### src/sw_div.sv
// ----------------------------------------------------------------------------
// sw_div
// Unsigned restoring divider, one quotient bit per cycle.
// ----------------------------------------------------------------------------
module sw_div #(
	parameter int DW = 55,
	parameter int VW = 9
) (
	input  logic          clk,
	input  logic          arst_n,
	input  logic          start,
	input  logic [DW-1:0] dividend,
	input  logic [VW-1:0] divisor,
	output logic [DW-1:0] quotient,
	output logic          done
);

	localparam int CW = $clog2(DW+1);

	logic [DW-1:0] quo_q;
	logic [VW-1:0] rem_q;
	logic [VW-1:0] dvs_q;
	logic [CW-1:0] cnt_q;
	logic          busy_q;
	logic          done_q;

	logic [VW:0]   trial;
	logic [VW:0]   diff;
	logic          ge;

	assign trial = {rem_q, quo_q[DW-1]};
	assign ge    = (trial >= {1'b0, dvs_q});
	assign diff  = trial - {1'b0, dvs_q};

	always_ff @(posedge clk) begin
		if (start) begin
			quo_q <= dividend;
			rem_q <= '0;
			dvs_q <= divisor;
		end else if (busy_q) begin
			quo_q <= {quo_q[DW-2:0], ge};
			rem_q <= ge ? diff[VW-1:0] : trial[VW-1:0];
		end
	end

	always_ff @(posedge clk or negedge arst_n) begin
		if (!arst_n) begin
			cnt_q  <= '0;
			busy_q <= 1'b0;
			done_q <= 1'b0;
		end else begin
			done_q <= 1'b0;
			if (start) begin
				cnt_q  <= CW'(DW);
				busy_q <= 1'b1;
			end else if (busy_q) begin
				cnt_q <= cnt_q - 1'b1;
				if (cnt_q == CW'(1)) begin
					busy_q <= 1'b0;
					done_q <= 1'b1;
				end
			end
		end
	end

	assign quotient = quo_q;
	assign done     = done_q;

endmodule

### config.mk
export PLATFORM = sky130hd
export DESIGN_NAME = sw_div
export DESIGN_NICKNAME = d
export VERILOG_FILES = /design/src/sw_div.sv
export SDC_FILE = /design/constraint.sdc
export NUM_CORES = 1
export LEC_CHECK = 0
export BUFFER_PORTS_ARGS = -buffer_cell sky130_fd_sc_hd__buf_2
export CAP_MARGIN = 20
export CORE_MARGIN = 4
export CORE_UTILIZATION = 35
export CTS_CLUSTER_DIAMETER = 150
export DETAILED_ROUTE_END_ITERATION = 8
export HOLD_SLACK_MARGIN = 0.06
export PLACE_DENSITY = 0.67
export SLEW_MARGIN = 20
export SYNTH_ARGS = -nofsm -noshare
export SYNTH_HDL_FRONTEND = slang
export SYNTH_SLANG_ARGS = --single-unit
### constraint.sdc
create_clock -name clk -period 2.28 [get_ports clk]
set_clock_uncertainty 0.05 [all_clocks]
set_input_delay 0.456 -clock clk [delete_from_list [all_inputs] [get_ports clk]]
set_output_delay 0.456 -clock clk [all_outputs]
set_load 0.03 [all_outputs]
## Word level (Yosys, flattened, before mapping)

Cells that the tools add are included.

| operators by class | value |
|---|---|
| add/subtract/negate cells | 2 |
| magnitude comparators | 1 |
| equal/unequal tests | 1 |
| mux-type cells | 11 |
| reduce and logical (&&, ||, !) cells | 1 |

Operators with widths:

| operator | number |
|---|---|
| 55-bit 2-to-1 mux | 2 |
| 6-bit 2-to-1 mux | 2 |
| 10-bit by 9-bit greater-or-equal comparator with 1-bit output | 1 |
| 9-bit 2-to-1 mux | 1 |
| 9-bit subtractor | 1 |
| 6-bit by 1-bit == test with 1-bit output, second input constant | 1 |
| 1-bit 2-to-1 mux | 6 |
| 6-bit by 1-bit subtractor with 6-bit output, second input constant | 1 |
| 2-bit nonzero test | 1 |

| word-level totals | value |
|---|---|
| register bits | 81 |
| input port bits | 67 |
| output and inout bits | 56 |
| logic and storage cells | 22 |

## Logic depth before layout (Yosys ltp)

Gate-level depths: netlist of the first run.

| logic depth | value |
|---|---|
| depth after elaboration | 4 |
| depth in mapped cells | 10 |
| mapped depth without buffers | 9 |

## Worst setup path after synthesis of the first run

Ideal clock, no wire load.

| timing | value |
|---|---|
| kind | in2reg |
| start point | input start |
| end point | register quo_q[0] (netlist: quotient[0]), enable pin |
| library setup time | 0.409 ns |
| arrival | 2.172 ns |
| required time | 1.821 ns |
| slack | -0.351 ns |
| cell stages on the path | 4 |
| buffers on the path | 2 |
| path through | clkbuf_1 > clkbuf_1 > nor2_1 > inv_1 |

| between the ends | value |
|---|---|
| word-level cells in the longest chain between the ends | 1 |

RTL lines:

| what | RTL line | RTL |
|---|---|---|
| from (decl) | 11 | `input logic start,` |
| 2-bit nonzero test (no line) | n/a |  |
| to (signal assigned) | 37 | `quo_q <= dividend;` |
| to (signal assigned) | 41 | `quo_q <= {quo_q[DW-2:0], ge};` |
| to (decl) | 20 | `logic [DW-1:0] quo_q;` |

No other way between the ends.
A chain may end at the register's enable or synchronous reset.

## Worst setup path after layout of the first run

| timing | value |
|---|---|
| start point | register quo_q[54] (netlist: quotient[54]) |
| end point | register rem_q[4] |

| between the ends | value |
|---|---|
| word-level cells in the longest chain between the ends | 2 |
| elaborated cells on any way between the ends | 3 |
| classes of those cells | add/sub (1); order compare (1); mux (1) |

RTL lines:

| what | RTL line | RTL |
|---|---|---|
| 9-bit subtractor / 10-bit by 9-bit greater-or-equal comparator with 1-bit output (equally long branches) | 33, 32 |  |
| 9-bit 2-to-1 mux (*) | 42 | `rem_q <= ge ? diff[VW-1:0] : trial[VW-1:0];` |
| to (signal assigned) | 42 |  |
| to (decl) | 21 | `logic [VW-1:0] rem_q;` |

Mark *: on every way between the ends. The rest lies on a longest branch, timed or not.

==> results of run 1 <==
[worst max path at each step]
stage | startpoint | end | slack, ps | cells past startpoint
global route | quotient[54] | rem_q[7] | -90 | 9
CTS | quotient[54] | rem_q[8] | -5 | 9
global placement | dvs_q[8] | rem_q[8] | 80 | 7
detailed placement | dvs_q[8] | rem_q[8] | 20 | 7
finish | quotient[54] | rem_q[4] | 40 | 9
floorplan | quotient[54] | rem_q[8] | -100 | 10
[cells in the mapped netlist]
| cell type | n | area share [%] |
|---|---|---|
| a211oi_1 | 7 | 1.4 |
| a21o_1 | 2 | 0.39 |
| a21oi_1 | 6 | 0.78 |
| a311oi_1 | 3 | 0.68 |
| a311oi_2 | 1 | 0.39 |
| a31o_2 | 1 | 0.23 |
| and2_1 | 2 | 0.33 |
| and2b_1 | 1 | 0.20 |
| and3_1 | 2 | 0.33 |
| and4b_1 | 1 | 0.26 |
| buf_2 | 1 | 0.13 |
| buf_4 | 1 | 0.20 |
| clkbuf_1 | 11 | 1.1 |
| dfrtp_1 | 8 | 5.2 |
| dfxtp_1 | 9 | 4.7 |
| edfxtp_1 | 64 | 50 |
| fa_1 | 1 | 0.52 |
| ha_1 | 11 | 3.6 |
| inv_1 | 15 | 1.5 |
| mux2_2 | 54 | 16 |
| mux2i_1 | 9 | 2.3 |
| nand2_1 | 9 | 0.88 |
| nand2b_1 | 5 | 0.82 |
| nand3_1 | 2 | 0.26 |
| nand3b_1 | 3 | 0.59 |
| nand4b_1 | 1 | 0.23 |
| nor2_1 | 19 | 1.9 |
| nor3_1 | 1 | 0.13 |
| nor4b_1 | 2 | 0.46 |
| o2111ai_1 | 1 | 0.23 |
| o211a_2 | 1 | 0.26 |
| o211ai_1 | 3 | 0.59 |
| o21a_1 | 1 | 0.20 |
| o21ai_0 | 4 | 0.52 |
| o21bai_1 | 2 | 0.39 |
| or2_2 | 2 | 0.33 |
| or3_1 | 2 | 0.33 |
| xnor2_1 | 4 | 0.91 |
| xor2_1 | 4 | 0.91 |
[logic make-up after synthesis]
logic type,share of synthesized area [%]
simple gates,6.98
xor+xnor,1.83
fa+ha+maj,4.11
mux,18.2
buf+inv,2.87
compound gates,6.03
flops,60.0
[registers in the layout, indices dropped and copies added (netlist names)]
register  count
quotient     55
cnt_q         6
busy_q        1
rem_q         9
dvs_q         9
done          1
[per-stage QoR]
step	hold WS [ps]	power, mW	worst slack, ps	setup TNS, ps
final	214	4.15	45.0	0
after detailed placement	258	3.11	18.1	0
after CTS	182	4.10	-4.73	-4.73
after floorplan	110	2.75	-104	-3420
after global placement	258	3.09	79.9	0
after global routing	182	4.39	-94.4	-396
[power by group]
group          total [mW]  leakage [nW]  internal, mW  switching [mW]
logic                1.30          1.22         0.598           0.704
registers            1.91         0.830          1.79           0.123
clock network       0.939        0.0850         0.392           0.546
[placed cells by master, fill, tap and decap left out, types with 4 or more instances in the layout]
cell type	instances
a211oi_1	5
a21oi_1	5
buf_2	121
buf_4	14
clkbuf_8	9
dfrtp_1	8
dfxtp_1	9
edfxtp_1	64
ha_1	6
ha_4	4
inv_1	13
mux2_2	54
mux2i_1	9
nand2_1	8
nand2b_1	5
nor2_1	19
o21ai_0	4
xnor2_1	4
xor2_1	4
[area by class of cell]
| cell class | instances | area, µm² | area share (%) |
|---|---|---|---|
| Sequential cell | 81 | 2300 | 46.1 |
| Multi-Input combinational cell | 168 | 1550 | 31.0 |
| Timing Repair Buffer | 137 | 741 | 14.8 |
| Tap cell | 136 | 170 | 3.41 |
| Clock buffer | 9 | 124 | 2.48 |
| Inverter | 15 | 60.1 | 1.20 |
| Clock inverter | 7 | 47.5 | 0.952 |
[what timing repair did]
| item | in CTS | in global routing |
|---|---|---|
| resized for setup | 1 | 16 |
| setup endpoints to repair | 1 | 10 |
| cloned | 1 | 0 |
| pin swaps | 2 | 13 |
| hold buffers | 1 | 0 |
| hold endpoints to repair | 8 | 0 |
| buffers inserted | 0 | 1 |
[per-layer routing]
metal / up-vias / global-route usage [%]
met3: 11 / 6.63
met5: - / 0
met4: 0 / 6.57
met2: 109 / 21.9
met1: 1294 / 17.3
li1: 1305 / -
==> impl_metrics.tcl, run 1 <==
set metrics [dict create \
    die-width_um 113 \
    clk_path_buf_depth 2 \
    antennaDiodeCount 0 \
    fillCellCount 939 \
    synth-seq-area-share_pct 60.0 \
    cts_root_buf "clkbuf_8" \
    grt_max_degree 48 \
    wl_met3_um 864 \
    grtUsageTotal_pct 14.4 \
    routed_wl_um 8970 \
    pwr_density_cell_nw_per_um2 831 \
    p_leak_nw 2.14 \
    ir_drop_mv 0.454 \
    hpwl_um 6270 \
    cp_cell_sequence "inv_1 > ha_2 > inv_2 > fa_2 > a211oi_4 > o21a_1 > o211a_4 > mux2i_1 > a211oi_1" \
    vias 2719 \
    drtPass1Iterations 4 \
    yosys_register_bits 81 \
    syn_area_um2 3840 \
    fp.dieArea_um2 12700 \
    cap_violations 0 \
    status "complete, no violations" \
    drive_above_1_share_pct 54.4 \
    critPathTopFamily "compound AO/OA/AOI/OAI gates" \
    hold_class "in2reg" \
    design_area_um2 4990 \
    hold_path.startpoint "divisor[1]" \
    tritoncts "built" \
    final_core_util_pct 47.5 \
    hold_violations 0 \
    avgRoutedWirePerCell_um 16.2 \
    yosysUniqueCellTypes 39 \
    startpoint_type "register" \
    finalCriticalPeriod_ps 2240 \
    cts_buffers 9 \
    gp_congestion 0.847 \
    clkSlewWorstSetupHoldPaths_ps 80 \
    cp_slowest_cell "edfxtp_1" \
    design.core.area_um2 10500 \
    max_slew_margin_pct 61.9 \
    rsz0062_at_grt "true" \
    yosys_warnings 0 \
    required_ps 2460 \
    rr_endpoint "rem_q[4]" \
    grt_pass1_vias 2775 \
    met1_length_um 3700 \
    syn_inst 276 \
    path_class "reg2reg" \
    report.final.slew_viol_count 0 \
    syn-num-nets 355 \
    min_path_cells 1 \
    worst_skew_pair.late_latency_ps 370 \
    boundaryPins 123 \
    overflow 0 \
    path_buf_inv 2 \
    final_cell_count_no_fill 553 \
    setup_viol 0 \
    routed-wl-met2_um 4260 \
    fin_crit_sh_pct 98.0 \
    hold_end "dvs_q[1]" \
    placed_cells 534 \
    reg2reg_depth 9 \
    drc 0 \
    critPathCaptureType "register" \
    cp_max_fo 7 \
    synth_area_per_cell_um2 13.9 \
    r2r_slack_ps 40 \
    postRouteAntennaNets 0 \
    avgViaCountPerCell 4.92 \
    drtIter0Drc 135 \
    htreeDepth 3 \
    grt_pass1_wl_um 14200 \
    worstMarginPinSlew_ps 563 \
    max_freq_ghz 0.447 \
    r2r-start "quotient[54]" \
    fp.dieH_um 113 \
    row_count 37 \
    place_area_um2 4700 \
    antenna_found_initial 0 \
    syn_to_final_growth_pct 30.1 \
    cts.sinks 81 \
    start_util_pct 36.5 \
    cp.arrival_ps 2410 \
    port_buffers 122 \
    route.top_layer_used "met4" \
    cpPeakStageDelay_ps 390 \
    finalNetCount 491 \
]
Power figures use the tool's default switching activity.
==> inputs of run 2 (changes only) <==
--- a/config.mk
+++ b/config.mk
@@ -10,6 +10,7 @@
 export CORE_MARGIN = 4
 export CORE_UTILIZATION = 35
 export CTS_CLUSTER_DIAMETER = 150
+export CTS_CLUSTER_SIZE = 20
 export DETAILED_ROUTE_END_ITERATION = 8
 export HOLD_SLACK_MARGIN = 0.06
 export PLACE_DENSITY = 0.67
==> constraint.sdc (replaced) <==
create_clock -name clk -period 2.28 [get_ports clk]
set_clock_uncertainty 0.05 [all_clocks]
set_input_delay 0.456 -clock clk [delete_from_list [all_inputs] [get_ports clk]]
set_output_delay 0.456 -clock clk [all_outputs]
set_load 0.1 [all_outputs]
==> run 2 against run 1 <==
  * The flow now finishes with violations (setup timing)
  * Critical path type unchanged
  * Die area did not move
  * Cell count fell by 0.36%
  * Register-to-register slack got worse by 70 ps
  * Sequential power barely moved
  * Count of clock-buffer cells in the layout rose by 1
==> impl_metrics.tcl, run 2 (synthesized netlist as in run 1, its figures left out) <==
set metrics [dict create \
    cp.arrival_ps 2530 \
    drc 0 \
    gp_congestion 0.768 \
    place_area_um2 4710 \
    hold_class "in2reg" \
    fp.dieH_um 113 \
    grt_max_degree 54 \
    violations "setup timing" \
    overflow 0 \
    routed_wl_um 8690 \
    worst_skew_pair.late_latency_ps 370 \
    p_int_mw 2.86 \
    antennaDiodeCount 0 \
    start_util_pct 36.5 \
    fp.dieArea_um2 12700 \
    clkSlewWorstSetupHoldPaths_ps 80 \
    required_ps 2500 \
    pwr_density_cell_nw_per_um2 963 \
    hold_violations 0 \
    cts_root_buf "clkbuf_8" \
    cts.sinks 81 \
    p_total_mw 4.80 \
    ir_drop_mv 0.537 \
    postRouteAntennaNets 0 \
    r2r-start "quotient[54]" \
    grtUsageTotal_pct 14.1 \
    row_count 37 \
    startpoint_type "register" \
    rr_endpoint "rem_q[5]" \
    htreeDepth 3 \
    report.final.slew_viol_count 0 \
    final_common_cell "buf_2" \
    p_seq_share_pct 39.4 \
    avgViaCountPerCell 4.89 \
    critPathCaptureType "register" \
    largest_register_ffs 55 \
    max_slew_margin_pct 64.2 \
    drtPass1Iterations 4 \
    cp-endpoint "rem_q[5]" \
    setup_ws_ps -21.6 \
    syn_to_final_growth_pct 30.0 \
    design.core.area_um2 10500 \
    fin_crit_sh_pct 101 \
    die-width_um 113 \
    max_freq_ghz 0.434 \
    finalNetCount 489 \
    fillCellCount 955 \
    final_core_util_pct 47.5 \
    grt_pass1_wl_um 14100 \
    rsz0062_at_grt "true" \
    drive_above_1_share_pct 53.7 \
    reg2reg_depth 9 \
    worstMarginPinSlew_ps 530 \
    drtIter0Drc 107 \
    clkPwrFrac_pct 22.1 \
    cts_buffers 9 \
    swShare_pct 40.5 \
    setup.worst_path.start "quotient[54]" \
    place_ws_ps -5.29 \
    cp_max_fo 7 \
    status "finished, violations left" \
    design_area_um2 4990 \
    combPwrFrac_pct 38.5 \
    p_leak_nw 2.16 \
    avgRoutedWirePerCell_um 15.8 \
    tritoncts "built" \
    path_class "reg2reg" \
    tns_ps -42.6 \
    hpwl_um 6200 \
    cap_violations 0 \
    grt_pass1_vias 2854 \
    port_buffers 122 \
    antenna_found_initial 0 \
    vias 2693 \
    p_sw_mw 1.95 \
    layout_common_cells "buf_2 (121), edfxtp_1 (64), mux2_2 (54), nor2_1 (18), inv_1 (13)" \
    boundaryPins 123 \
    setup_viol 4 \
    r2r_slack_ps -20 \
    finalCriticalPeriod_ps 2300 \
    clk_path_buf_depth 2 \
]
## run 2: cell count changes in the layout (fill, tap and decap cells not counted), sizes merged
cell / before / now
inv: 14 / 15
clkbuf: 9 / 10
bufinv: 0 / 1
buf: 136 / 134
clkinvlp: 3 / 2
clkinv: 5 / 3
## run 2: worst min path at each step
stage	from	end	slack, ps	cells past startpoint
finish	divisor[6]	dvs_q[6]	220	1
global route	divisor[3]	dvs_q[3]	180	1
CTS	divisor[0]	dvs_q[0]	190	1
detailed placement	arst_n	done	260	1
global placement	arst_n	done	260	1
floorplan	arst_n	busy_q	110	0
## run 2: layout make-up
| cell class | instances | area (µm²) | area share [%] |
|---|---|---|---|
| multi-input combinational | 168 | 1510 | 30.3 |
| inverter | 15 | 60.1 | 1.20 |
| clock buffer | 10 | 128 | 2.56 |
| tap | 136 | 170 | 3.41 |
| timing repair buffer | 135 | 751 | 15.1 |
| clock inverter | 6 | 67.6 | 1.35 |
| sequential | 81 | 2300 | 46.2 |
## run 2: timing repair
action                                 CTS  global route
hold buffers                             1             0
setup buffers                            1             1
gates cloned                             1             0
endpoints found under the hold margin    8             0
setup endpoints to repair                3            10
gates resized for setup                  1            10
pin swaps                                3             5
## run 2: metrics by stage
stage	hold WS (ps)	cells
3_5_place_dp	260	532
4_1_cts	187	551
6_report	217	551
2_1_floorplan	110	276
5_1_grt	177	551
3_3_place_gp	259	532
## run 2: power groups by stage
stage / registers [mW] / logic (mW) / clock network (mW)
floorplan: 2.71 / 0.626 / 0
global placement: 1.92 / 1.73 / 0
detailed placement: 1.92 / 1.76 / 0
CTS: 1.89 / 1.79 / 1.11
global route: 1.92 / 1.95 / 1.18
finish: 1.89 / 1.85 / 1.06
## run 2: metal layers
metal  up-vias  GRT usage (%)  part of all wire, %
li1       1291              -                    -
met1      1290           17.1                   42
met2       103           21.6                   47
met3         9           7.75                  9.4
met4         0           4.49                  1.3
met5         -              0                    0
## run 2: worst max-delay path, cell delays in order (launching register included)
cell and delay (ps):
edfxtp_1 390, inv_1 80, ha_2 190, inv_2 50, fa_2 390, a211oi_4 250
o21a_1 220, o211a_2 310, nand2_1 70, a311oi_1 230
