## src/sw_sqrt.sv

```systemverilog
// ----------------------------------------------------------------------------
// sw_sqrt
// Floor square root, two radicand bits and one root bit per cycle.
// ----------------------------------------------------------------------------
module sw_sqrt #(
	parameter int VW = 55
) (
	input  logic                  clk,
	input  logic                  arst_n,
	input  logic                  start,
	input  logic [VW-1:0]         radicand,
	output logic [(VW+1)/2-1:0]   root,
	output logic                  done
);

	localparam int RW = (VW + 1) / 2;
	localparam int PW = 2 * RW;
	localparam int CW = $clog2(RW+1);

	logic [PW-1:0] v_q;
	logic [RW:0]   rem_q;
	logic [RW-1:0] root_q;
	logic [CW-1:0] cnt_q;
	logic          busy_q;
	logic          done_q;

	logic [RW+2:0] cur;
	logic [RW+2:0] trial;
	logic [RW+2:0] diff;
	logic          ge;

	assign cur   = {rem_q, v_q[PW-1:PW-2]};
	assign trial = (RW+3)'({root_q, 2'b01});
	assign ge    = (cur >= trial);
	assign diff  = cur - trial;

	always_ff @(posedge clk) begin
		if (start) begin
			v_q    <= PW'(radicand);
			rem_q  <= '0;
			root_q <= '0;
		end else if (busy_q) begin
			v_q    <= {v_q[PW-3:0], 2'b00};
			rem_q  <= ge ? diff[RW:0] : cur[RW:0];
			root_q <= {root_q[RW-2:0], ge};
		end
	end

	always_ff @(posedge clk or negedge arst_n) begin
		if (!arst_n) begin
			cnt_q  <= '0;
			busy_q <= 1'b0;
			done_q <= 1'b0;
		end else begin
			done_q <= 1'b0;
			if (start) begin
				cnt_q  <= CW'(RW);
				busy_q <= 1'b1;
			end else if (busy_q) begin
				cnt_q <= cnt_q - 1'b1;
				if (cnt_q == CW'(1)) begin
					busy_q <= 1'b0;
					done_q <= 1'b1;
				end
			end
		end
	end

	assign root = root_q;
	assign done = done_q;

endmodule
```

## config.mk

```make
export PLATFORM = sky130hd
export DESIGN_NAME = sw_sqrt
export DESIGN_NICKNAME = d
export VERILOG_FILES = /design/src/sw_sqrt.sv
export SDC_FILE = /design/constraint.sdc
export NUM_CORES = 1
export LEC_CHECK = 0
export BUFFER_PORTS_ARGS = -buffer_cell sky130_fd_sc_hd__buf_2
export CAP_MARGIN = 0
export CORE_MARGIN = 2
export CORE_UTILIZATION = 35
export DETAILED_ROUTE_END_ITERATION = 10
export SLEW_MARGIN = 15
export SYNTH_ARGS = -nofsm -noshare
export SYNTH_HDL_FRONTEND = slang
export SYNTH_SLANG_ARGS = --single-unit
export TNS_END_PERCENT = 30
```

## constraint.sdc

```tcl
create_clock -name clk -period 2.6 [get_ports clk]
set_clock_uncertainty 0.15 [all_clocks]
set_input_delay 0.13 -clock clk [delete_from_list [all_inputs] [get_ports clk]]
set_output_delay 0.13 -clock clk [all_outputs]
set_load 0.005 [all_outputs]
```

[Word-level counts from Yosys, hierarchy flattened]
Cells that the tools add are included.
Storage, ports and cells
  register bits: 120
  input port bits: 58
  output and inout port bits: 29
  logic and storage cells: 23
Operators by class
  add/subtract/negate cells: 2
  $lt $le $gt $ge: 1
  equality and inequality tests: 1
  multiplexer cells: 11
  reductions and logical operators: 1
Operators with widths (count)
  $mux 55: 2
  $ge 31x30->1: 1
  $mux 29: 1
  $sub 29x29->29: 1
  $mux 5: 2
  $mux 1: 6
  $eq 5x1->1 const B: 1
  $sub 5x1->5 const B: 1
  $reduce_bool 2->1: 1

[Longest topological paths before layout]
Gate-level depths: netlist of the first run.
  depth in word-level cells: 4
  mapped depth: 13
  mapped depth without buffers: 10

[Worst setup path before layout of the first run]
Ideal clock, no wire load.
  path kind: reg2reg
  start point: register busy_q
  end point: register v_q[0], enable pin
  data arrival time: 1982 ps
  slack: 59 ps
  cell stages (with the launch flop): 5
  clock period less this slack: 2541 ps
  cell sequence: dfrtp_1 -> clkbuf_1 -> nor2_1 -> clkbuf_1 -> inv_1
On the way
  word-level cells in the longest chain between the ends: 1
Ends and longest elaborated chain
  start, declared: RTL line 24  | logic busy_q;
  start signal, assigned: RTL line 52  | busy_q <= 1'b0;
  start signal, assigned: RTL line 58  | busy_q <= 1'b1;
  start signal, assigned: RTL line 62  | busy_q <= 1'b0;
  $reduce_bool 2->1 (no source line)
  end signal, assigned: RTL line 39  | v_q <= PW'(radicand);
  end signal, assigned: RTL line 43  | v_q <= {v_q[PW-3:0], 2'b00};
  end, declared: RTL line 20  | logic [PW-1:0] v_q;
No other way between the ends.
A chain may end at the register's enable or synchronous reset.

[Worst setup path in the final report of the first run]
  start point: register root_q[14] (netlist: root[14])
  end point: register rem_q[18]
On the way
  word-level cells in the longest chain between the ends: 2
  elaborated cells between the ends (all ways): 3
  those cells by class: add/sub: 1; order compare: 1; mux: 1
Ends and longest elaborated chain
  start, declared: RTL line 22  | logic [RW-1:0] root_q;
  start signal, assigned: RTL line 45  | root_q <= {root_q[RW-2:0], ge};
  $sub 29x29->29 or $ge 31x30->1 (tied branches): RTL line 35, 34
  $mux 29 *: RTL line 44  | rem_q <= ge ? diff[RW:0] : cur[RW:0];
  end signal, assigned: RTL line 44
  end, declared: RTL line 21  | logic [RW:0] rem_q;
Mark *: on every way between the ends. The rest lies on a longest branch, timed or not.

==> results of run 1 <==
==> worst paths after layout <==
kind,from,to,slack [ps],depth (start not counted)
max,root[14],rem_q[18],60,11
min,start,v_q[30],130,2
max reg2reg,root[14],rem_q[18],60,11
min reg2reg,rem_q[27],rem_q[27],350,2
max in group asynchronous,arst_n,busy_q,1440,3
min in group asynchronous,arst_n,cnt_q[3],580,3
==> area by class of cell <==
class	count	share of cell area
Tap cell	265	0.0329
Sequential cell	120	0.298
Clock inverter	15	0.0163
Multi-Input combinational cell	462	0.396
Clock buffer	17	0.0422
Inverter	38	0.0141
Timing Repair Buffer	263	0.201
==> cell usage in the layout, fill, tap and decap left out, types with 4 or more instances in the layout <==
master / instances
buf_4: 106
buf_2: 85
nor2_1: 65
dlygate4sd3_1: 57
edfxtp_1: 55
mux2_2: 53
dfxtp_1: 51
inv_1: 36
nand2_1: 34
mux2i_1: 28
o21ai_0: 23
xnor2_1: 23
a21oi_1: 22
ha_4: 18
clkbuf_16: 18
a311oi_2: 14
a21oi_2: 12
nand3_2: 12
o21ai_1: 12
ha_1: 12
nand3_1: 11
nand4_1: 9
a21o_1: 8
nand2b_1: 7
inv_8: 7
buf_6: 7
dfxtp_2: 7
o211ai_1: 6
xor2_1: 6
dfrtp_1: 6
a32oi_1: 5
inv_6: 5
buf_12: 5
a31oi_1: 4
a21oi_4: 4
nor4_2: 4
nor2b_1: 4
nor3_1: 4
and2_1: 4
==> flip-flops by register name, summed over array words and instances, names as in the netlist <==
| register | cells |
|---|---|
| done | 1 |
| root | 28 |
| rem_q | 29 |
| cnt_q | 5 |
| busy_q | 1 |
| v_q | 56 |
==> what timing repair did <==
item                                    4_1_cts  5_1_grt
endpoints found under the hold margin        62        0
buffers inserted                              8        5
hold buffers                                 57        0
endpoints found under the setup margin       26       29
gates resized for setup                      28       66
pin swaps                                    13       34
cloned                                        1        1
==> power by group through the flow <==
stage | registers (mW) | clock network (mW) | logic, mW
final | 2.48 | 2.36 | 6.48
after global routing | 2.50 | 2.48 | 7.01
after CTS | 2.44 | 2.41 | 5.85
after detailed placement | 2.47 | 0 | 5.19
after global placement | 2.47 | 0 | 5.17
after floorplan | 2.43 | 0 | 3.59
==> stage by stage <==
stage,hold slack (ps),setup slack [ps]
3_3_place_gp,-174,-40.9
5_1_grt,133,-31.7
3_5_place_dp,-173,-77.5
6_report,133,56.9
2_1_floorplan,-316,58.9
4_1_cts,118,-6.96
==> metal layers <==
metal / global-route usage / part of all wire / routed length (µm) / up-vias
met5: 0 / 0 / 0 / -
met4: 0.0526 / 0.011 / 198 / 0
met3: 0.0394 / 0.030 / 535 / 13
met2: 0.286 / 0.50 / 8970 / 106
met1: 0.222 / 0.46 / 8280 / 2847
li1: - / - / - / 2904
==> kinds of logic (layout without fill, tap and decap cells) <==
kind of cell	Yosys count	in the layout	synth area share
AO/OA/AOI/OAI	141	141	0.153
XOR/XNOR	29	29	0.0369
adder cells (fa/ha/maj)	32	32	0.0582
buffers and inverters	81	333	0.0522
flip-flops	120	120	0.435
multiplexers	81	81	0.128
AND/OR/NAND/NOR	179	179	0.137
==> critical path, stage by stage (launching register included) <==
cell       delay [ps]
dfxtp_1           330
inv_1              40
ha_1              320
nand4_1           180
nor4_2            320
buf_4             170
a21oi_1            80
buf_4             160
nor2_4            160
clkbuf_16         210
nor3_1             70
a221o_1           260
==> results.ini, run 1 <==
[power]
p_sw_mw = 4.48
ir_worst_vdd_mv = 0.692
seq_power_share = 0.219
internal-power_mw = 6.83
swShare = 0.396
power_leakage_nw = 4.28
powerDensity_mw_per_mm2 = 1120
p_comb_frac = 0.573
p_total_mw = 11.3
clkPwrFrac = 0.209

[run]
drv_cap = 0

[synth]
ys_top_cells_by_area = edfxtp_1 24%, dfxtp_1 17%, mux2_2 8.7%, ha_1 5.8%, mux2i_1 4.1%
synth_edf_count = 55
async_flop_share = 0.0583
synth_top_cell_area_share = 0.240
synth_ff_type = dfxtp_1
syn_avg_cell_area_um2 = 10.4
netlist_area_mm2 = 0.00687
synth.distinct_cells = 66
syn_inst = 663
synth_nets = 753
synth_common_cells = 65 x nor2_1, 58 x dfxtp_1, 55 x edfxtp_1
yosysSeqAreaShare = 0.435
synth_seq_cells = 120
yosysTopAreaCell = edfxtp_1
yosysWarningCount = 0
yosysMostFrequentCell = nor2_1

[clock_tree]
numCtsBuffers = 17
cts_buffer_depth = 2
cts_sinks = 120
cts-root-buf = clkbuf_16
cts_tree = yes
clock_latency_ps = 420
clkTransAtPathRegs_ps = 70
cts.htree.levels = 4

[cells_and_area]
multi_input_area_mm2 = 0.00399
area_delta_synth_final_pct = 46.7
stdcell_count = 1180
final_layout_size_suffix_gt1_frac = 0.433
final-seq-area_mm2 = 0.00300
layout.nets = 992
finish.utilization = 0.520
diodes = 0
nFillCells = 1725
fin_area_mm2 = 0.0101

[placed_design]
portBuffers = 86
place_area_mm2 = 0.00828
placedCellCount = 1078
globalplace.congestion = 0.849
dp_hpwl_um = 11700

[timing]
maxSlewViolCount = 0
fmax_mhz = 393
tns_ps = 0
tightestPinTransition_ps = 654
hold_violations = 0
finalSetupViolCount = 0
slew_headroom = 0.563
timing.final.crit_share = 0.978
layout_min_cycle_time_ps = 2540

[setup_path]
crit_fanout = 12
startpoint_type = flip-flop
worstPathArrival_ps = 2700
endpoint_kind = flip-flop
required_ps = 2760
critPathKind = flip-flop to flip-flop

[global_routing]
grt_pass1_vias = 5716
antenna_found_initial = 0
grt_max_degree = 67
grt_use_total = 0.172
grt_remaining_overflow = 0
grt_first_pass_wirelength_um = 28400

[route]
ant_nets = 0
wl_per_cell_um = 15.2
via_count = 5870
routed_wl_um = 18000
first_pass_iters = 5
viasPerCell = 4.97
first_iter_violations = 283
drc = 0

[floorplan]
num_rows = 51
die_h_um = 144
initial_core_util = 0.354
core-area_mm2 = 0.0194
top_level_ports = 87
die_x_um = 144
dieArea_mm2 = 0.0208

[worst_hold_path]
hold_class = input pin to flip-flop

[status]
outcome = completed

No activity file was read; power rests on OpenSTA's default activity.
==> run 2: changes to the inputs <==
==> constraint.sdc (replaced) <==
create_clock -name clk -period 2.6 [get_ports clk]
set_clock_uncertainty 0.15 [all_clocks]
set_input_delay 0.39 -clock clk [delete_from_list [all_inputs] [get_ports clk]]
set_output_delay 0.39 -clock clk [all_outputs]
set_load 0.005 [all_outputs]
==> run 2 against run 1 <==
Net effect:
- die area unchanged
- sequential cell count unchanged
- global-route usage down 0.64 points
- critical endpoint is now rem_q[11]
- non-clock buffer count is 56 lower
- final cell count fell by 4.7%
- sequential power barely moved
- power down 0.31%
- hold slack got worse by 39 ps
- largest cell class unchanged
- cell area decreased by 5.8%
- combinational power shrank 0.6%
==> results.ini, run 2 (synthesized netlist as in run 1, its figures left out) <==
[status]
outcome = completed

[worst_hold_path]
min_path_cells = 2
hold_class = input pin to flip-flop

[route]
routed_wl_um = 16900
viasPerCell = 4.94
first_iter_violations = 298
drc = 0
ant_nets = 0
via_count = 5556
first_pass_iters = 5
wl_per_cell_um = 15.0

[timing]
slew_headroom = 0.367
hold_violations = 0
holdWs_ps = 94.7
fmax_mhz = 387
timing.final.crit_share = 0.995
grt_setup_unrepaired = true
tightestPinTransition_ps = 946
tns_ps = 0
finalSetupViolCount = 0
layout_min_cycle_time_ps = 2590
maxSlewViolCount = 0

[setup_path]
worstPathArrival_ps = 2710
setup.worst_path.start = root[1]
cp-endpoint = rem_q[11]
startpoint_type = flip-flop
critPathKind = flip-flop to flip-flop
crit_fanout = 13
endpoint_kind = flip-flop
ff2ff_setup_slack_ps = 10
required_ps = 2730
r2r_start = root[1]
reg2reg_depth = 11
rr_endpoint = rem_q[11]

[floorplan]
die_x_um = 144
num_rows = 51
initial_core_util = 0.354
dieArea_mm2 = 0.0208
top_level_ports = 87
core-area_mm2 = 0.0194
die_h_um = 144

[cells_and_area]
final_layout_size_suffix_gt1_frac = 0.463
area_delta_synth_final_pct = 38.2
fin_area_mm2 = 0.00950
diodes = 0
regMostFlops = v_q
nFillCells = 1810
layout_commonest_cell = buf_4
most-common-layout-cells = 110 x buf_4, 85 x buf_2, 64 x nor2_1
largest_register_ffs = 56
layout.nets = 936

[power]
powerDensity_mw_per_mm2 = 1190
ir_worst_vdd_mv = 0.796
p_total_mw = 11.3
power_leakage_nw = 4.04

[global_routing]
grt_remaining_overflow = 0
grt_use_total = 0.165
grt_pass1_vias = 5303
grt_first_pass_wirelength_um = 27000
antenna_found_initial = 0
grt_max_degree = 83

[clock_tree]
cts-root-buf = clkbuf_16
clkTransAtPathRegs_ps = 60
clock_latency_ps = 430
cts_sinks = 120
cts_tree = yes
cts.htree.levels = 4
cts_buffer_depth = 2
numCtsBuffers = 17

[run]
drv_cap = 0

[placed_design]
dp_hpwl_um = 11300
globalplace.congestion = 0.877
portBuffers = 86
place_area_mm2 = 0.00829

==> run 2: cell count changes in the layout (fill, tap and decap cells not counted), sizes merged <==
cell,previous run,this run
dlygate4sd3,57,1
==> run 2: critical path: stages (launching register included) <==
cell and delay [ps]:
dfxtp_2 330, inv_2 40, ha_4 230, nor3_4 250
a211oi_4 90, o211ai_4 260, nand4_4 160, a21boi_4 220
a21oi_4 110, buf_6 160, o21ai_0 300, a311oi_2 140
==> run 2: power by group <==
part / leakage (nW) / internal (mW) / total (mW) / switching (mW)
Sequential: 1.14 / 2.27 / 2.48 / 0.203
Combinational: 2.60 / 3.26 / 6.44 / 3.18
Clock: 0.294 / 1.30 / 2.36 / 1.06
==> run 2: timing repair <==
| item | CTS | global route |
|---|---|---|
| endpoints found under the hold margin | 7 | 0 |
| cloned | 1 | 1 |
| setup buffers | 4 | 5 |
| hold buffers | 1 | 0 |
| gates resized for setup | 39 | 52 |
| pin swaps | 13 | 28 |
| endpoints found under the setup margin | 25 | 30 |
==> run 2: stage by stage <==
step,setup WS (ps),instances,util
CTS,15.6,1119,0.474
global route,-88.0,1124,0.490
floorplan,25.8,663,-
global placement,-97.3,1081,0.427
detailed placement,-128,1081,0.427
finish,13.8,1124,0.490
==> run 2: how the worst min path moves through the flow <==
stage	slack (ps)	to	start
after floorplan	-60	busy_q	arst_n
after global placement	80	done	arst_n
after detailed placement	80	done	arst_n
after CTS	80	v_q[0]	radicand[0]
after global routing	100	v_q[26]	radicand[26]
final	90	v_q[0]	radicand[0]
==> run 2: area by class of cell <==
| cell class | instances | area, µm² | share of cell area |
|---|---|---|---|
| Multi-Input combinational cell | 462 | 3980 | 0.419 |
| Sequential cell | 120 | 3000 | 0.316 |
| Timing Repair Buffer | 207 | 1450 | 0.153 |
| Clock buffer | 17 | 425 | 0.0448 |
| Tap cell | 265 | 332 | 0.0349 |
| Clock inverter | 15 | 166 | 0.0175 |
| Inverter | 38 | 143 | 0.0150 |
==> run 2: metal layers <==
| metal | wire, µm | up-vias | GRT usage |
|---|---|---|---|
| met5 | 0 | - | 0 |
| met4 | 289 | 0 | 0.0588 |
| met3 | 546 | 24 | 0.0344 |
| met2 | 8290 | 104 | 0.269 |
| li1 | - | 2794 | - |
| met1 | 7780 | 2634 | 0.219 |
==> run 3: changes to the inputs <==
==> constraint.sdc (replaced) <==
create_clock -name clk -period 2.75 [get_ports clk]
set_clock_uncertainty 0.15 [all_clocks]
set_input_delay 0.4125 -clock clk [delete_from_list [all_inputs] [get_ports clk]]
set_output_delay 0.4125 -clock clk [all_outputs]
set_load 0.005 [all_outputs]
==> run 3 against run 2 <==
Net effect:
- highest routed layer unchanged
- hold slack gained 28 ps
- clock power shrank 8%
- combinational power shrank 21%
==> results.ini, run 3 (synthesized netlist as in run 1, its figures left out) <==
[timing]
slew_headroom = 0.519
layout_min_cycle_time_ps = 2650
tns_ps = 0
fmax_mhz = 378
grt_setup_unrepaired = true
tightestPinTransition_ps = 722
finalSetupViolCount = 0
maxSlewViolCount = 0
timing.final.crit_share = 0.962
hold_violations = 0
setup_slack_ps = 104

[route]
first_iter_violations = 228
via_count = 5310
wl_per_cell_um = 14.9
first_pass_iters = 4
viasPerCell = 4.92
ant_nets = 0
drc = 0
routed_wl_um = 16000

[setup_path]
startpoint_type = flip-flop
endpoint_kind = flip-flop
crit_slowest_cell = ha_1
crit_fanout = 12
worstPathArrival_ps = 2860
critPathKind = flip-flop to flip-flop
reg2reg_depth = 12
rr_endpoint = rem_q[24]
max_stage_delay_ps = 340
ff2ff_setup_slack_ps = 100
worst-path-buf-inv = 3
cp_cell_sequence = inv_1 -> ha_1 -> o21ai_1 -> a211oi_2 -> o211ai_2 -> nand4_2 -> a21boi_4 -> buf_4 -> a21oi_4 -> clkbuf_16 -> o41ai_2 -> a31o_1
crit_family = compound AO/OA/AOI/OAI gates
r2r_start = root[0]
required_ps = 2970

[clock_tree]
cts.htree.levels = 4
cts_buffer_depth = 2
numCtsBuffers = 17
cts_tree = yes
cts_sinks = 120
clkTransAtPathRegs_ps = 60
cts-root-buf = clkbuf_16
clock_latency_ps = 420

[global_routing]
grt_max_degree = 92
antenna_found_initial = 0
grt_use_total = 0.159
grt_pass1_vias = 5070
grt_remaining_overflow = 0
grt_first_pass_wirelength_um = 25800

[cells_and_area]
nFillCells = 1899
most-common-layout-cells = 85 x buf_2, 70 x buf_4, 65 x nor2_1
fin_area_mm2 = 0.00875
diodes = 0
area_delta_synth_final_pct = 27.3
layout_commonest_cell = buf_2
final_layout_size_suffix_gt1_frac = 0.390
largest_register_ffs = 56
layout.nets = 892
final-seq-area_mm2 = 0.00299
multi_input_area_mm2 = 0.00364
regMostFlops = v_q

[placed_design]
dp_hpwl_um = 11000
dp_slack_ps = 14.4
portBuffers = 86
place_area_mm2 = 0.00796
globalplace.congestion = 0.877

[worst_hold_path]
hold_class = input pin to flip-flop
hold_start = radicand[0]
min_path_cells = 2
timing.hold.worst_endpoint = v_q[0]

[run]
drv_cap = 0

[power]
powerDensity_mw_per_mm2 = 1090
power_leakage_nw = 3.74
ir_worst_vdd_mv = 0.852

[floorplan]
core-area_mm2 = 0.0194
die_h_um = 144
top_level_ports = 87
initial_core_util = 0.354
dieArea_mm2 = 0.0208
num_rows = 51
die_x_um = 144

[status]
outcome = completed

run 3: cell types whose count changed in the layout (fill, tap and decap cells not counted), sizes merged:
cell,change
clkbuf,+1
buf,-44
bufinv,+1
clkinvlp,+2
inv,-6
clkinv,+2
run 3: worst max-delay path by stage:
stage	start	end	slack, ps	cells past startpoint
2_1_floorplan	start	v_q[0]	150	4
3_3_place_gp	root[12]	rem_q[5]	30	10
4_1_cts	root[12]	rem_q[5]	20	10
3_5_place_dp	root[1]	rem_q[5]	10	12
6_report	root[0]	rem_q[24]	100	12
5_1_grt	root[16]	rem_q[12]	-1	11
run 3: repair_timing:
item / in CTS / in global routing
setup endpoints to repair: 1 / 28
hold endpoints to repair: 7 / 0
resized for setup: 1 / 33
cloned: 0 / 1
hold buffers: 1 / 0
buffers inserted: 0 / 7
pin swaps: 0 / 12
run 3: metal layers:
layer / wire length, µm / up-vias / track usage
met2: 7610 / 100 / 0.248
li1: - / 2688 / -
met3: 698 / 23 / 0.0444
met1: 7430 / 2499 / 0.212
met4: 301 / 0 / 0.0552
met5: 0 / - / 0
run 3: final cells by class:
cell class | instances | area share
repair buffers | 163 | 0.122
flip-flops and latches | 120 | 0.342
clock buffers | 18 | 0.0490
multi-input cells | 462 | 0.417
inverters | 38 | 0.0163
clock inverters | 14 | 0.0160
well taps | 265 | 0.0379
run 3: per-stage QoR:
stage / instances / power [mW] / util / hold slack [ps]
after floorplan: 663 / 5.70 / - / -33.1
after global placement: 1039 / 6.89 / 0.410 / 109
after detailed placement: 1039 / 6.92 / 0.410 / 106
after CTS: 1072 / 9.17 / 0.441 / 105
after global routing: 1080 / 10.2 / 0.451 / 111
final: 1080 / 9.57 / 0.451 / 122
run 3: worst register-to-register path, delay by kind of cell, from the launching register on:
kind	cells	cell delay, ps
flops	1	330
buf+inv	3	380
simple gates	1	170
compound gates	7	1230
fa+ha+maj	1	340
run 3: power by group:
group,leakage [nW],switching [mW],internal [mW]
logic,2.33,2.68,2.41
clock network,0.274,0.908,1.27
registers,1.14,0.167,2.14
total,3.74,3.75,5.82
